<file path="src/hdl/tasmc_pkg.sv">
`timescale 1ns / 1ps
`default_nettype none

package tasmc_pkg;

   // Controller sequencer states.
   typedef enum logic [4:0] {
      ST_IDLE,
      ST_BYTE,
      ST_GOAL,
      ST_DELTA,
      ST_NULL,
      ST_DIV_DES,
      ST_DES,
      ST_SEC,
      ST_DIV_SEC,
      ST_RS,
      ST_PX,
      ST_DIV_PX,
      ST_PXC,
      ST_PY,
      ST_DIV_PY,
      ST_PYC,
      ST_APPLY,
      ST_TICK,
      ST_TX,
      ST_TY,
      ST_OUT
   } state_type;

   typedef logic [1:0] dir_type;

   localparam dir_type DIR_STOP = 2'd0;
   localparam dir_type DIR_FWD  = 2'd1;
   localparam dir_type DIR_BACK = 2'd2;

   // Receive phases of a packet.
   localparam logic [1:0] RX_HEADER = 2'd0;
   localparam logic [1:0] RX_X_MM   = 2'd1;
   localparam logic [1:0] RX_Y_MM   = 2'd2;
   localparam logic [1:0] RX_SPEED  = 2'd3;

   localparam logic [7:0] HEADER_BYTE = 8'd255;

   // Register indexes.
   localparam logic [2:0] REG_STEPS_PER_MM  = 3'd0;
   localparam logic [2:0] REG_MAX_STEP_RATE = 3'd1;
   localparam logic [2:0] REG_TIMER_HZ      = 3'd2;
   localparam logic [2:0] REG_PERIOD_MIN    = 3'd3;
   localparam logic [2:0] REG_PERIOD_MAX    = 3'd4;

   localparam logic [4:0]  SPM_RESET   = 5'd5;
   localparam logic [11:0] RATE_RESET  = 12'd340;
   localparam logic [22:0] TIMER_RESET = 23'd4000000;
   localparam logic [15:0] PMIN_RESET  = 16'd2000;
   localparam logic [15:0] PMAX_RESET  = 16'd60000;

   // Half-step coil pattern: bit0 A+, bit1 A-, bit2 B+, bit3 B-.
   function automatic logic [3:0] half_pattern(input logic [2:0] idx);
      logic [3:0] p;
      begin
         case (idx)
            3'd0: p = 4'h5;
            3'd1: p = 4'h1;
            3'd2: p = 4'h9;
            3'd3: p = 4'h8;
            3'd4: p = 4'hA;
            3'd5: p = 4'h2;
            3'd6: p = 4'h6;
            default: p = 4'h4;
         endcase
         return p;
      end
   endfunction

endpackage

`default_nettype wire

</file>
<file path="src/hdl/two_axis_stepper_motion_controller.sv">
`timescale 1ns / 1ps
`default_nettype none

// Channel  Direction  Ports
// req      in         req_valid, req_stall, req_func, req_rx_byte
// rsp      out        rsp_valid, rsp_stall, rsp_x_phases .. rsp_packet_done
// csr      in         csr_we, csr_index, csr_wdata
//
// A header or position byte passes ST_BYTE and ST_OUT; a speed byte that gives a null
// move passes ST_BYTE, ST_GOAL, ST_DELTA, ST_NULL and ST_OUT. A speed byte that starts a
// move runs up to four bit-serial divisions on one shared restoring divider, one quotient
// bit per cycle (dividend width DVW = max(23, 12 + POS_BITS)). A tick runs ST_TICK, then
// ST_TX and ST_TY, each repeated for every half-step taken, then ST_OUT. Reset is synchronous
// and clears the state, configuration, axis and response-valid registers. A request is taken
// only while the sequencer is idle; a stalled response holds the sequencer in ST_OUT until taken.

module two_axis_stepper_motion_controller
   import tasmc_pkg::*;
#(
   parameter int POS_BITS    = 12,
   parameter int PERIOD_BITS = 16
) (
   input  wire logic                clock,
   input  wire logic                reset,
   input  wire logic                req_valid,
   output logic                     req_stall,
   input  wire logic                req_func,
   input  wire logic [7:0]          req_rx_byte,
   output logic                     rsp_valid,
   input  wire logic                rsp_stall,
   output logic [3:0]               rsp_x_phases,
   output logic [3:0]               rsp_y_phases,
   output logic [POS_BITS-1:0]      rsp_pos_x,
   output logic [POS_BITS-1:0]      rsp_pos_y,
   output logic                     rsp_x_moving,
   output logic                     rsp_y_moving,
   output logic [15:0]              rsp_next_interval,
   output logic                     rsp_packet_done,
   input  wire logic                csr_we,
   input  wire logic [2:0]          csr_index,
   input  wire logic [22:0]         csr_wdata
);

   localparam int PB  = PERIOD_BITS;
   localparam int AW  = PERIOD_BITS + 1;
   localparam int IW  = (PERIOD_BITS > 16) ? PERIOD_BITS : 16;
   localparam int DVW = ((12 + POS_BITS) > 23) ? (12 + POS_BITS) : 23;
   localparam int DSW = (POS_BITS > 12) ? POS_BITS : 12;
   localparam int CW  = $clog2(DVW + 1);

   state_type state_ff, state_in;

   logic [7:0]        byte_ff, byte_in;
   logic [4:0]        spm_ff, spm_in;
   logic [11:0]       msr_ff, msr_in;
   logic [22:0]       thz_ff, thz_in;
   logic [15:0]       pmin_ff, pmin_in;
   logic [15:0]       pmax_ff, pmax_in;
   logic [1:0]        rx_phase_ff, rx_phase_in;
   logic [7:0]        held_x_ff, held_x_in, held_y_ff, held_y_in;
   logic [POS_BITS-1:0] cur_x_ff, cur_x_in, cur_y_ff, cur_y_in;
   logic [POS_BITS-1:0] goal_x_ff, goal_x_in, goal_y_ff, goal_y_in;
   logic [POS_BITS-1:0] ax_ff, ax_in, ay_ff, ay_in;
   dir_type           dir_x_ff, dir_x_in, dir_y_ff, dir_y_in;
   logic [PB-1:0]     per_x_ff, per_x_in, per_y_ff, per_y_in;
   logic [AW-1:0]     acc_x_ff, acc_x_in, acc_y_ff, acc_y_in;
   logic [2:0]        idx_x_ff, idx_x_in, idx_y_ff, idx_y_in;
   logic [1:0]        energ_ff, energ_in;
   logic [11:0]       des_ff, des_in, rs_ff, rs_in;
   logic [IW-1:0]     ival_ff, ival_in;
   logic              done_ff, done_in;
   logic [DVW-1:0]    num_ff, num_in;
   logic [DSW-1:0]    den_ff, den_in, rem_ff, rem_in;
   logic [CW-1:0]     cnt_ff, cnt_in;

   logic              rv_ff, rv_in;
   logic [3:0]        rxp_ff, rxp_in, ryp_ff, ryp_in;
   logic [POS_BITS-1:0] rpx_ff, rpx_in, rpy_ff, rpy_in;
   logic              rmx_ff, rmx_in, rmy_ff, rmy_in, rdone_ff, rdone_in;
   logic [15:0]       rival_ff, rival_in;

   logic              req_take;
   logic              out_free;
   logic              div_last;
   logic [DSW:0]      rem_sh;
   logic              q_bit;
   logic [PB-1:0]     pmax_pb;
   logic [PB-1:0]     per_clamped;
   logic [DVW-1:0]    t_clamp;
   logic [IW-1:0]     n_c;
   logic              ax_ge;
   logic [POS_BITS-1:0] prim_c, sec_c;
   logic [11:0]       rate_x_c, rate_y_c;
   logic              step_x, step_y;
   logic [POS_BITS-1:0] nx_cur_x, nx_cur_y;

   assign req_take = req_valid && !req_stall;
   assign out_free = !rv_ff || !rsp_stall;
   assign div_last = (cnt_ff == CW'(1));
   assign pmax_pb  = PB'(pmax_ff);

   // One restoring division step per cycle; the dividend register fills with the quotient.
   assign rem_sh = {rem_ff, num_ff[DVW-1]};
   assign q_bit  = (rem_sh >= {1'b0, den_ff});

   always_comb begin
      t_clamp = num_ff;
      if (t_clamp < DVW'(pmin_ff)) begin
         t_clamp = DVW'(pmin_ff);
      end
      if (t_clamp > DVW'(pmax_ff)) begin
         t_clamp = DVW'(pmax_ff);
      end
      per_clamped = PB'(t_clamp);
   end

   // Scheduled interval: shorter period among the moving axes, else the longest period.
   always_comb begin
      n_c = IW'(pmax_ff);
      if (dir_x_ff != DIR_STOP) begin
         n_c = IW'(per_x_ff);
      end
      if (dir_y_ff != DIR_STOP) begin
         if (dir_x_ff == DIR_STOP) begin
            n_c = IW'(per_y_ff);
         end else if (IW'(per_y_ff) < n_c) begin
            n_c = IW'(per_y_ff);
         end
      end
      if (n_c == IW'(0)) begin
         n_c = IW'(pmax_ff);
      end
   end

   assign ax_ge    = (ax_ff >= ay_ff);
   assign prim_c   = ax_ge ? ax_ff : ay_ff;
   assign sec_c    = ax_ge ? ay_ff : ax_ff;
   assign rate_x_c = ax_ge ? des_ff : rs_ff;
   assign rate_y_c = ax_ge ? rs_ff : des_ff;

   assign step_x   = (dir_x_ff != DIR_STOP) && (acc_x_ff >= {1'b0, per_x_ff});
   assign step_y   = (dir_y_ff != DIR_STOP) && (acc_y_ff >= {1'b0, per_y_ff});
   assign nx_cur_x = (dir_x_ff == DIR_FWD) ? cur_x_ff + 1'b1 : cur_x_ff - 1'b1;
   assign nx_cur_y = (dir_y_ff == DIR_FWD) ? cur_y_ff + 1'b1 : cur_y_ff - 1'b1;

   // Next state.
   always_comb begin
      state_in = state_ff;
      case (state_ff)
         ST_IDLE: begin
            if (req_take) begin
               state_in = req_func ? ST_TICK : ST_BYTE;
            end
         end
         ST_BYTE: state_in = (rx_phase_ff == RX_SPEED) ? ST_GOAL : ST_OUT;
         ST_GOAL: state_in = ST_DELTA;
         ST_DELTA: state_in = ST_NULL;
         ST_NULL: begin
            state_in = (ax_ff == '0 && ay_ff == '0) ? ST_OUT : ST_DIV_DES;
         end
         ST_DIV_DES: state_in = div_last ? ST_DES : ST_DIV_DES;
         ST_DES: state_in = ST_SEC;
         ST_SEC: state_in = (sec_c != '0) ? ST_DIV_SEC : ST_PX;
         ST_DIV_SEC: state_in = div_last ? ST_RS : ST_DIV_SEC;
         ST_RS: state_in = ST_PX;
         ST_PX: state_in = (rate_x_c != '0) ? ST_DIV_PX : ST_PY;
         ST_DIV_PX: state_in = div_last ? ST_PXC : ST_DIV_PX;
         ST_PXC: state_in = ST_PY;
         ST_PY: state_in = (rate_y_c != '0) ? ST_DIV_PY : ST_APPLY;
         ST_DIV_PY: state_in = div_last ? ST_PYC : ST_DIV_PY;
         ST_PYC: state_in = ST_APPLY;
         ST_APPLY: state_in = ST_OUT;
         ST_TICK: state_in = ST_TX;
         ST_TX: state_in = step_x ? ST_TX : ST_TY;
         ST_TY: state_in = step_y ? ST_TY : ST_OUT;
         ST_OUT: state_in = out_free ? ST_IDLE : ST_OUT;
         default: state_in = ST_IDLE;
      endcase
   end

   // Outputs of the sequencer.
   always_comb begin
      req_stall = (state_ff != ST_IDLE);
   end

   // Datapath.
   always_comb begin
      byte_in     = byte_ff;
      spm_in      = spm_ff;
      msr_in      = msr_ff;
      thz_in      = thz_ff;
      pmin_in     = pmin_ff;
      pmax_in     = pmax_ff;
      rx_phase_in = rx_phase_ff;
      held_x_in   = held_x_ff;
      held_y_in   = held_y_ff;
      cur_x_in    = cur_x_ff;
      cur_y_in    = cur_y_ff;
      goal_x_in   = goal_x_ff;
      goal_y_in   = goal_y_ff;
      ax_in       = ax_ff;
      ay_in       = ay_ff;
      dir_x_in    = dir_x_ff;
      dir_y_in    = dir_y_ff;
      per_x_in    = per_x_ff;
      per_y_in    = per_y_ff;
      acc_x_in    = acc_x_ff;
      acc_y_in    = acc_y_ff;
      idx_x_in    = idx_x_ff;
      idx_y_in    = idx_y_ff;
      energ_in    = energ_ff;
      des_in      = des_ff;
      rs_in       = rs_ff;
      ival_in     = ival_ff;
      done_in     = done_ff;
      num_in      = num_ff;
      den_in      = den_ff;
      rem_in      = rem_ff;
      cnt_in      = cnt_ff;
      rv_in       = rv_ff && rsp_stall;
      rxp_in      = rxp_ff;
      ryp_in      = ryp_ff;
      rpx_in      = rpx_ff;
      rpy_in      = rpy_ff;
      rmx_in      = rmx_ff;
      rmy_in      = rmy_ff;
      rival_in    = rival_ff;
      rdone_in    = rdone_ff;

      if (csr_we) begin
         case (csr_index)
            REG_STEPS_PER_MM:  spm_in  = csr_wdata[4:0];
            REG_MAX_STEP_RATE: msr_in  = csr_wdata[11:0];
            REG_TIMER_HZ:      thz_in  = csr_wdata;
            REG_PERIOD_MIN:    pmin_in = csr_wdata[15:0];
            REG_PERIOD_MAX:    pmax_in = csr_wdata[15:0];
            default: ;
         endcase
      end

      if (state_ff == ST_DIV_DES || state_ff == ST_DIV_SEC ||
          state_ff == ST_DIV_PX || state_ff == ST_DIV_PY) begin
         rem_in = q_bit ? DSW'(rem_sh - {1'b0, den_ff}) : DSW'(rem_sh);
         num_in = {num_ff[DVW-2:0], q_bit};
         cnt_in = cnt_ff - 1'b1;
      end

      case (state_ff)
         ST_IDLE: begin
            if (req_take) begin
               byte_in = req_rx_byte;
            end
         end
         ST_BYTE: begin
            ival_in = '0;
            done_in = 1'b0;
            case (rx_phase_ff)
               RX_HEADER: begin
                  if (byte_ff == HEADER_BYTE) begin
                     rx_phase_in = RX_X_MM;
                  end
               end
               RX_X_MM: begin
                  held_x_in   = byte_ff;
                  rx_phase_in = RX_Y_MM;
               end
               RX_Y_MM: begin
                  held_y_in   = byte_ff;
                  rx_phase_in = RX_SPEED;
               end
               default: begin
                  rx_phase_in = RX_HEADER;
                  done_in     = 1'b1;
               end
            endcase
         end
         ST_GOAL: begin
            goal_x_in = POS_BITS'(POS_BITS'(held_x_ff) * POS_BITS'(spm_ff));
            goal_y_in = POS_BITS'(POS_BITS'(held_y_ff) * POS_BITS'(spm_ff));
         end
         ST_DELTA: begin
            ax_in = (goal_x_ff >= cur_x_ff) ? goal_x_ff - cur_x_ff : cur_x_ff - goal_x_ff;
            ay_in = (goal_y_ff >= cur_y_ff) ? goal_y_ff - cur_y_ff : cur_y_ff - goal_y_ff;
         end
         ST_NULL: begin
            if (ax_ff == '0 && ay_ff == '0) begin
               dir_x_in = DIR_STOP;
               dir_y_in = DIR_STOP;
               per_x_in = pmax_pb;
               per_y_in = pmax_pb;
               acc_x_in = '0;
               acc_y_in = '0;
               energ_in = 2'b00;
            end else begin
               num_in = DVW'(byte_ff) * DVW'(msr_ff);
               den_in = DSW'(8'd255);
               rem_in = '0;
               cnt_in = CW'(DVW);
            end
         end
         ST_DES: begin
            des_in = 12'(num_ff);
            if (byte_ff != 8'd0 && num_ff == '0) begin
               des_in = 12'd1;
            end
            rs_in = '0;
         end
         ST_SEC: begin
            num_in = DVW'(des_ff) * DVW'(sec_c);
            den_in = DSW'(prim_c);
            rem_in = '0;
            cnt_in = CW'(DVW);
         end
         ST_RS: begin
            rs_in = (num_ff == '0) ? 12'd1 : 12'(num_ff);
         end
         ST_PX: begin
            if (rate_x_c == '0) begin
               per_x_in = pmax_pb;
            end else begin
               num_in = DVW'(thz_ff);
               den_in = DSW'(rate_x_c);
               rem_in = '0;
               cnt_in = CW'(DVW);
            end
         end
         ST_PXC: per_x_in = per_clamped;
         ST_PY: begin
            if (rate_y_c == '0) begin
               per_y_in = pmax_pb;
            end else begin
               num_in = DVW'(thz_ff);
               den_in = DSW'(rate_y_c);
               rem_in = '0;
               cnt_in = CW'(DVW);
            end
         end
         ST_PYC: per_y_in = per_clamped;
         ST_APPLY: begin
            dir_x_in = (goal_x_ff > cur_x_ff) ? DIR_FWD :
                       ((goal_x_ff < cur_x_ff) ? DIR_BACK : DIR_STOP);
            dir_y_in = (goal_y_ff > cur_y_ff) ? DIR_FWD :
                       ((goal_y_ff < cur_y_ff) ? DIR_BACK : DIR_STOP);
            if (ax_ff == '0) begin
               per_x_in = pmax_pb;
               acc_x_in = '0;
            end
            if (ay_ff == '0) begin
               per_y_in = pmax_pb;
               acc_y_in = '0;
            end
            energ_in = 2'b11;
         end
         ST_TICK: begin
            ival_in = n_c;
            done_in = 1'b0;
            acc_x_in = (dir_x_ff == DIR_STOP) ? '0 :
                       AW'((IW + 1)'(acc_x_ff) + (IW + 1)'(n_c));
            acc_y_in = (dir_y_ff == DIR_STOP) ? '0 :
                       AW'((IW + 1)'(acc_y_ff) + (IW + 1)'(n_c));
         end
         ST_TX: begin
            if (step_x) begin
               idx_x_in = (dir_x_ff == DIR_FWD) ? idx_x_ff + 3'd1 : idx_x_ff - 3'd1;
               cur_x_in = nx_cur_x;
               acc_x_in = acc_x_ff - {1'b0, per_x_ff};
               if (nx_cur_x == goal_x_ff) begin
                  dir_x_in    = DIR_STOP;
                  per_x_in    = pmax_pb;
                  acc_x_in    = '0;
                  energ_in[0] = 1'b0;
               end
            end
         end
         ST_TY: begin
            if (step_y) begin
               idx_y_in = (dir_y_ff == DIR_FWD) ? idx_y_ff + 3'd1 : idx_y_ff - 3'd1;
               cur_y_in = nx_cur_y;
               acc_y_in = acc_y_ff - {1'b0, per_y_ff};
               if (nx_cur_y == goal_y_ff) begin
                  dir_y_in    = DIR_STOP;
                  per_y_in    = pmax_pb;
                  acc_y_in    = '0;
                  energ_in[1] = 1'b0;
               end
            end
         end
         ST_OUT: begin
            if (out_free) begin
               rv_in    = 1'b1;
               rxp_in   = energ_ff[0] ? half_pattern(idx_x_ff) : 4'd0;
               ryp_in   = energ_ff[1] ? half_pattern(idx_y_ff) : 4'd0;
               rpx_in   = cur_x_ff;
               rpy_in   = cur_y_ff;
               rmx_in   = (dir_x_ff != DIR_STOP);
               rmy_in   = (dir_y_ff != DIR_STOP);
               rival_in = ival_ff[15:0];
               rdone_in = done_ff;
            end
         end
         default: ;
      endcase
   end

   always_ff @(posedge clock) begin
      if (reset) begin
         state_ff    <= ST_IDLE;
         spm_ff      <= SPM_RESET;
         msr_ff      <= RATE_RESET;
         thz_ff      <= TIMER_RESET;
         pmin_ff     <= PMIN_RESET;
         pmax_ff     <= PMAX_RESET;
         rx_phase_ff <= RX_HEADER;
         held_x_ff   <= '0;
         held_y_ff   <= '0;
         cur_x_ff    <= '0;
         cur_y_ff    <= '0;
         goal_x_ff   <= '0;
         goal_y_ff   <= '0;
         dir_x_ff    <= DIR_STOP;
         dir_y_ff    <= DIR_STOP;
         per_x_ff    <= PB'(PMAX_RESET);
         per_y_ff    <= PB'(PMAX_RESET);
         acc_x_ff    <= '0;
         acc_y_ff    <= '0;
         idx_x_ff    <= '0;
         idx_y_ff    <= '0;
         energ_ff    <= '0;
         rv_ff       <= 1'b0;
      end else begin
         state_ff    <= state_in;
         spm_ff      <= spm_in;
         msr_ff      <= msr_in;
         thz_ff      <= thz_in;
         pmin_ff     <= pmin_in;
         pmax_ff     <= pmax_in;
         rx_phase_ff <= rx_phase_in;
         held_x_ff   <= held_x_in;
         held_y_ff   <= held_y_in;
         cur_x_ff    <= cur_x_in;
         cur_y_ff    <= cur_y_in;
         goal_x_ff   <= goal_x_in;
         goal_y_ff   <= goal_y_in;
         dir_x_ff    <= dir_x_in;
         dir_y_ff    <= dir_y_in;
         per_x_ff    <= per_x_in;
         per_y_ff    <= per_y_in;
         acc_x_ff    <= acc_x_in;
         acc_y_ff    <= acc_y_in;
         idx_x_ff    <= idx_x_in;
         idx_y_ff    <= idx_y_in;
         energ_ff    <= energ_in;
         rv_ff       <= rv_in;
      end
   end

   always_ff @(posedge clock) begin
      byte_ff  <= byte_in;
      ax_ff    <= ax_in;
      ay_ff    <= ay_in;
      des_ff   <= des_in;
      rs_ff    <= rs_in;
      ival_ff  <= ival_in;
      done_ff  <= done_in;
      num_ff   <= num_in;
      den_ff   <= den_in;
      rem_ff   <= rem_in;
      cnt_ff   <= cnt_in;
      rxp_ff   <= rxp_in;
      ryp_ff   <= ryp_in;
      rpx_ff   <= rpx_in;
      rpy_ff   <= rpy_in;
      rmx_ff   <= rmx_in;
      rmy_ff   <= rmy_in;
      rival_ff <= rival_in;
      rdone_ff <= rdone_in;
   end

   assign rsp_valid         = rv_ff;
   assign rsp_x_phases      = rxp_ff;
   assign rsp_y_phases      = ryp_ff;
   assign rsp_pos_x         = rpx_ff;
   assign rsp_pos_y         = rpy_ff;
   assign rsp_x_moving      = rmx_ff;
   assign rsp_y_moving      = rmy_ff;
   assign rsp_next_interval = rival_ff;
   assign rsp_packet_done   = rdone_ff;

endmodule

`default_nettype wire
</file>
<file path="config.mk">
export PLATFORM = sky130hd
export DESIGN_NAME = two_axis_stepper_motion_controller
export DESIGN_NICKNAME = d
export VERILOG_FILES = /design/src/hdl/tasmc_pkg.sv /design/src/hdl/two_axis_stepper_motion_controller.sv
export SDC_FILE = /design/constraint.sdc
export NUM_CORES = 2
export LEC_CHECK = 0
export BUFFER_PORTS_ARGS = -buffer_cell sky130_fd_sc_hd__buf_2
export CORE_MARGIN = 3
export CORE_UTILIZATION = 35
export CTS_BUF_LIST = sky130_fd_sc_hd__clkbuf_2
export DETAILED_ROUTE_END_ITERATION = 7
export SYNTH_ARGS = -nofsm -noshare
export SYNTH_HDL_FRONTEND = slang
export SYNTH_SLANG_ARGS = --single-unit
export TNS_END_PERCENT = 50
</file>
<file path="constraint.sdc">
create_clock -name clock -period 7.6 [get_ports clock]
set_input_delay 1.14 -clock clock [delete_from_list [all_inputs] [get_ports clock]]
set_output_delay 1.14 -clock clock [all_outputs]
set_load 0.01 [all_outputs]
</file>
==> impl_results.md <==
* CTS tree: done
* Met2 wire len at 46.9 mm
* CP Capture Type: register
* Port Buffer Count at 92
* Flops & latches, synth at 399
* I/O pin count at a little over 90
* DR iter-0 viols at ~2300
* Least-Margin Pin Slew at between 1000 and 1500 ps
* Routed vias at roughly 30000
* Nets at approximately 4800
* Most common cell after layout, fill and taps aside: nand2_1
* Skew final at around 150 ps
* Most common cell on crit path: fa_1
* Max cap viols at 0
* Clock Path Buffers at 3
* Unrepaired setup endpoints after global routing: false
* Max FO, Critical Path at 15
* Hpwl dp at about 83 mm
* Hold Crit Class: input port to register
* Period utilization at between 90% and 100%
* Vias in the first global route at between 20000 and 30000
* Global-route wire length before repair at ~170 mm
* Worst IR Drop VDD at roughly 290 uV
* Clock sink count at between 300 and 400
* Syn Area/Cell at approximately 8.6 um2
* Core area at about 0.1 mm2
* Post-CTS setup buffer count at 0
* Largest net degree at the start of global routing at between 90 and 100
* Fin. Hold Viols at 0
* Peak Freq at approximately 140 MHz
* Die area at 0.106 mm2
* WS Path Type: register to register
* Synth-to-Final Area Change at 8.23%
* Synth Instances at around 4100
* Slowest CP cell: o41a_2
* Flop-to-flop setup slack at between 300 and 400 ps
* Max Slew Vio Count at 0
* Ys Warns at 0
* Data arrival, critical path at roughly 8400 ps
* Gr ovfl total at 0
* Cell Area, Synth at ~0.036 mm2
* Antenna violations before repair at 11
* Core Rows at 116
* Wire length per cell at ~19 um
* Post-synth top area share at 14.8%
* Htree depth at 3
* Initial Util at a little over a third
* Post-synth EDFFs at between 100 and 150
* Max incr delay on CP at 580 ps
* CTS buffer count at roughly 110
* Final ANT Viol Nets at 0
* Root buf cell: clkbuf_2
* Final wirelength at about 110 mm
* Total GRT Usage at about 20%
* Min Tclk post-route at between 7000 and 8000 ps
* Outcome: complete, no violations
* Worst skew pair latency at approximately 1300 ps
* Data required time of the worst path at ~8800 ps
* Dominant cells by area after synthesis: dfxtp_1 15%, ha_1 13%, fa_1 12%
* Sequential share of the synthesized area at between 20% and 30%
* Top sig layer: met5
* Die X at ~330 um
* Critical path, cell by cell: ha_1, a21o_1, a31oi_1, o211ai_1, o41a_2, buf_4, mux2_2, and2_1, fa_1, fa_1, fa_1, fa_1, inv_1, fa_1, inv_1, ha_1, and2_1, o21a_1, a31oi_1, a21oi_1, a41oi_2, a21oi_1, and4b_1, or3_1
* M1 wire length at slightly below 50 mm
* Total negative setup slack at 0 ps
* DIE HEIGHT at roughly 330 um
* LEAKAGE at 17.1 nW
* Post-synth ARST share at 0%
* Power, Total at slightly below 0.01 W
* Share of cells above drive strength 1 at under 10%
* Dominant synthesized flop cell: dfxtp_1
* Crit path launch type: register
* Leading cell types in the layout, fill and taps excluded: 528 x nand2_1, 445 x inv_1, 362 x ha_1
* Syn_nets at between 4000 and 5000
* First-pass detailed-route iteration total at 7
* Met3 wire len at 7.75 mm
* Clock Pin Slew Worst Setup and Hold Paths at roughly 120 ps
* Pwr Density at about 250 mW/mm2
* Remaining DRCs at 0
* Yosys cell types at 90
* Setup violation total in the final timing report at 0
* Max-slew headroom at 11.0%
* Vias per cell at 5.31
* GP Congestion at just over 0.9
* Synth area leader: dfxtp_1
==> critical path, delay by kind of cell, from the launching register on <==
kind | cells | cell delay (ps)
fa+ha+maj | 7 | 3120
compound gates | 9 | 2000
mux | 1 | 400
simple gates | 4 | 980
flops | 1 | 450
buf+inv | 3 | 320
==> power by group <==
group          internal [W]  total (W)  switching, W
Combinational       0.00213    0.00526       0.00314
Sequential          0.00245    0.00279      0.000336
Clock              0.000721    0.00175       0.00103
==> synthesized netlist by cell type (7+ instances only) <==
| master | n |
|---|---|
| nand2b_1 | 28 |
| nor3_1 | 51 |
| nor2_1 | 229 |
| fa_1 | 205 |
| a22oi_1 | 35 |
| or3_1 | 16 |
| o21ai_0 | 156 |
| clkbuf_1 | 165 |
| xnor2_1 | 120 |
| a222oi_1 | 7 |
| o31ai_1 | 10 |
| and2_1 | 158 |
| dfxtp_1 | 263 |
| nor2b_1 | 41 |
| a31o_2 | 10 |
| nand3_1 | 90 |
| a221oi_1 | 14 |
| xor2_1 | 55 |
| o31a_1 | 10 |
| mux2i_1 | 112 |
| a211oi_1 | 49 |
| buf_2 | 15 |
| a31oi_1 | 23 |
| a21oi_1 | 288 |
| or2_2 | 13 |
| o21bai_1 | 17 |
| o221ai_1 | 8 |
| o211ai_1 | 47 |
| o21a_1 | 30 |
| mux2_2 | 66 |
| nand4_1 | 35 |
| inv_1 | 446 |
| nand2_1 | 528 |
| buf_1 | 16 |
| ha_1 | 362 |
| a41oi_1 | 7 |
| a21o_1 | 80 |
| nor4_1 | 41 |
| o22ai_1 | 27 |
| and3_1 | 15 |
| edfxtp_1 | 136 |
| o2111ai_1 | 10 |
==> per-stage QoR <==
stage / instances / utilization (%) / worst slack, ps / area (um2) / hold slack (ps)
after floorplan: 4141 / - / 360 / 35700 / 400
after global placement: 5427 / 37.2 / 309 / 37400 / 403
after detailed placement: 5427 / 37.2 / 139 / 37400 / 405
after CTS: 5633 / 38.4 / 292 / 38600 / 11.1
after global routing: 5640 / 38.4 / 22.7 / 38600 / 38.6
final: 5647 / 38.4 / 341 / 38600 / 167
==> repair_timing <==
| item | 4_1_cts | 5_1_grt |
|---|---|---|
| hold buffers | 7 | 0 |
| setup endpoints to repair | 0 | 1 |
| resized for setup | 0 | 1 |
| hold endpoints to repair | 10 | 0 |
==> final timing paths <==
kind | startpoint | to | cells past startpoint
setup reg to reg | ax_ff[2] | num_ff[22] | 24
hold reg to reg | thz_ff[20] | num_ff[20] | 1
setup / recovery | ax_ff[2] | num_ff[22] | 24
hold / removal | req_rx_byte[5] | byte_ff[5] | 1
==> layer usage <==
layer  GRT usage (%)  up-vias
li1                -    14455
met3            4.29      187
met1            27.3    14420
met5               0        -
met4            7.27        6
met2            30.9      915
==> registers in the layout, summed over array words and instances, names as in the netlist, 16 cells and up <==
name	count
acc_x_ff	17
acc_y_ff	17
ival_ff	16
num_ff	24
per_x_ff	16
per_y_ff	16
pmax_ff	16
pmin_ff	16
rsp_next_interval	16
thz_ff	23
==> cell families after synthesis <==
group           Yosys count  synth area share (%)
fa+ha+maj               567                  24.2
compound gates          900                  16.3
mux                     178                  5.22
simple gates           1273                  16.7
buf+inv                 646                  6.91
flops                   399                  26.2
xor+xnor                178                  4.48
==> cell type report <==
type,count,area [um2]
Clock buffer,145,726
Inverter,446,1670
Sequential cell,399,9350
Clock inverter,54,389
Multi-Input combinational cell,3096,23900
Tap cell,1357,1700
Antenna cell,14,35.0
Fill cell,10295,62000
Timing Repair Buffer,136,815
Note: power is estimated with default switching activity, not from simulation.
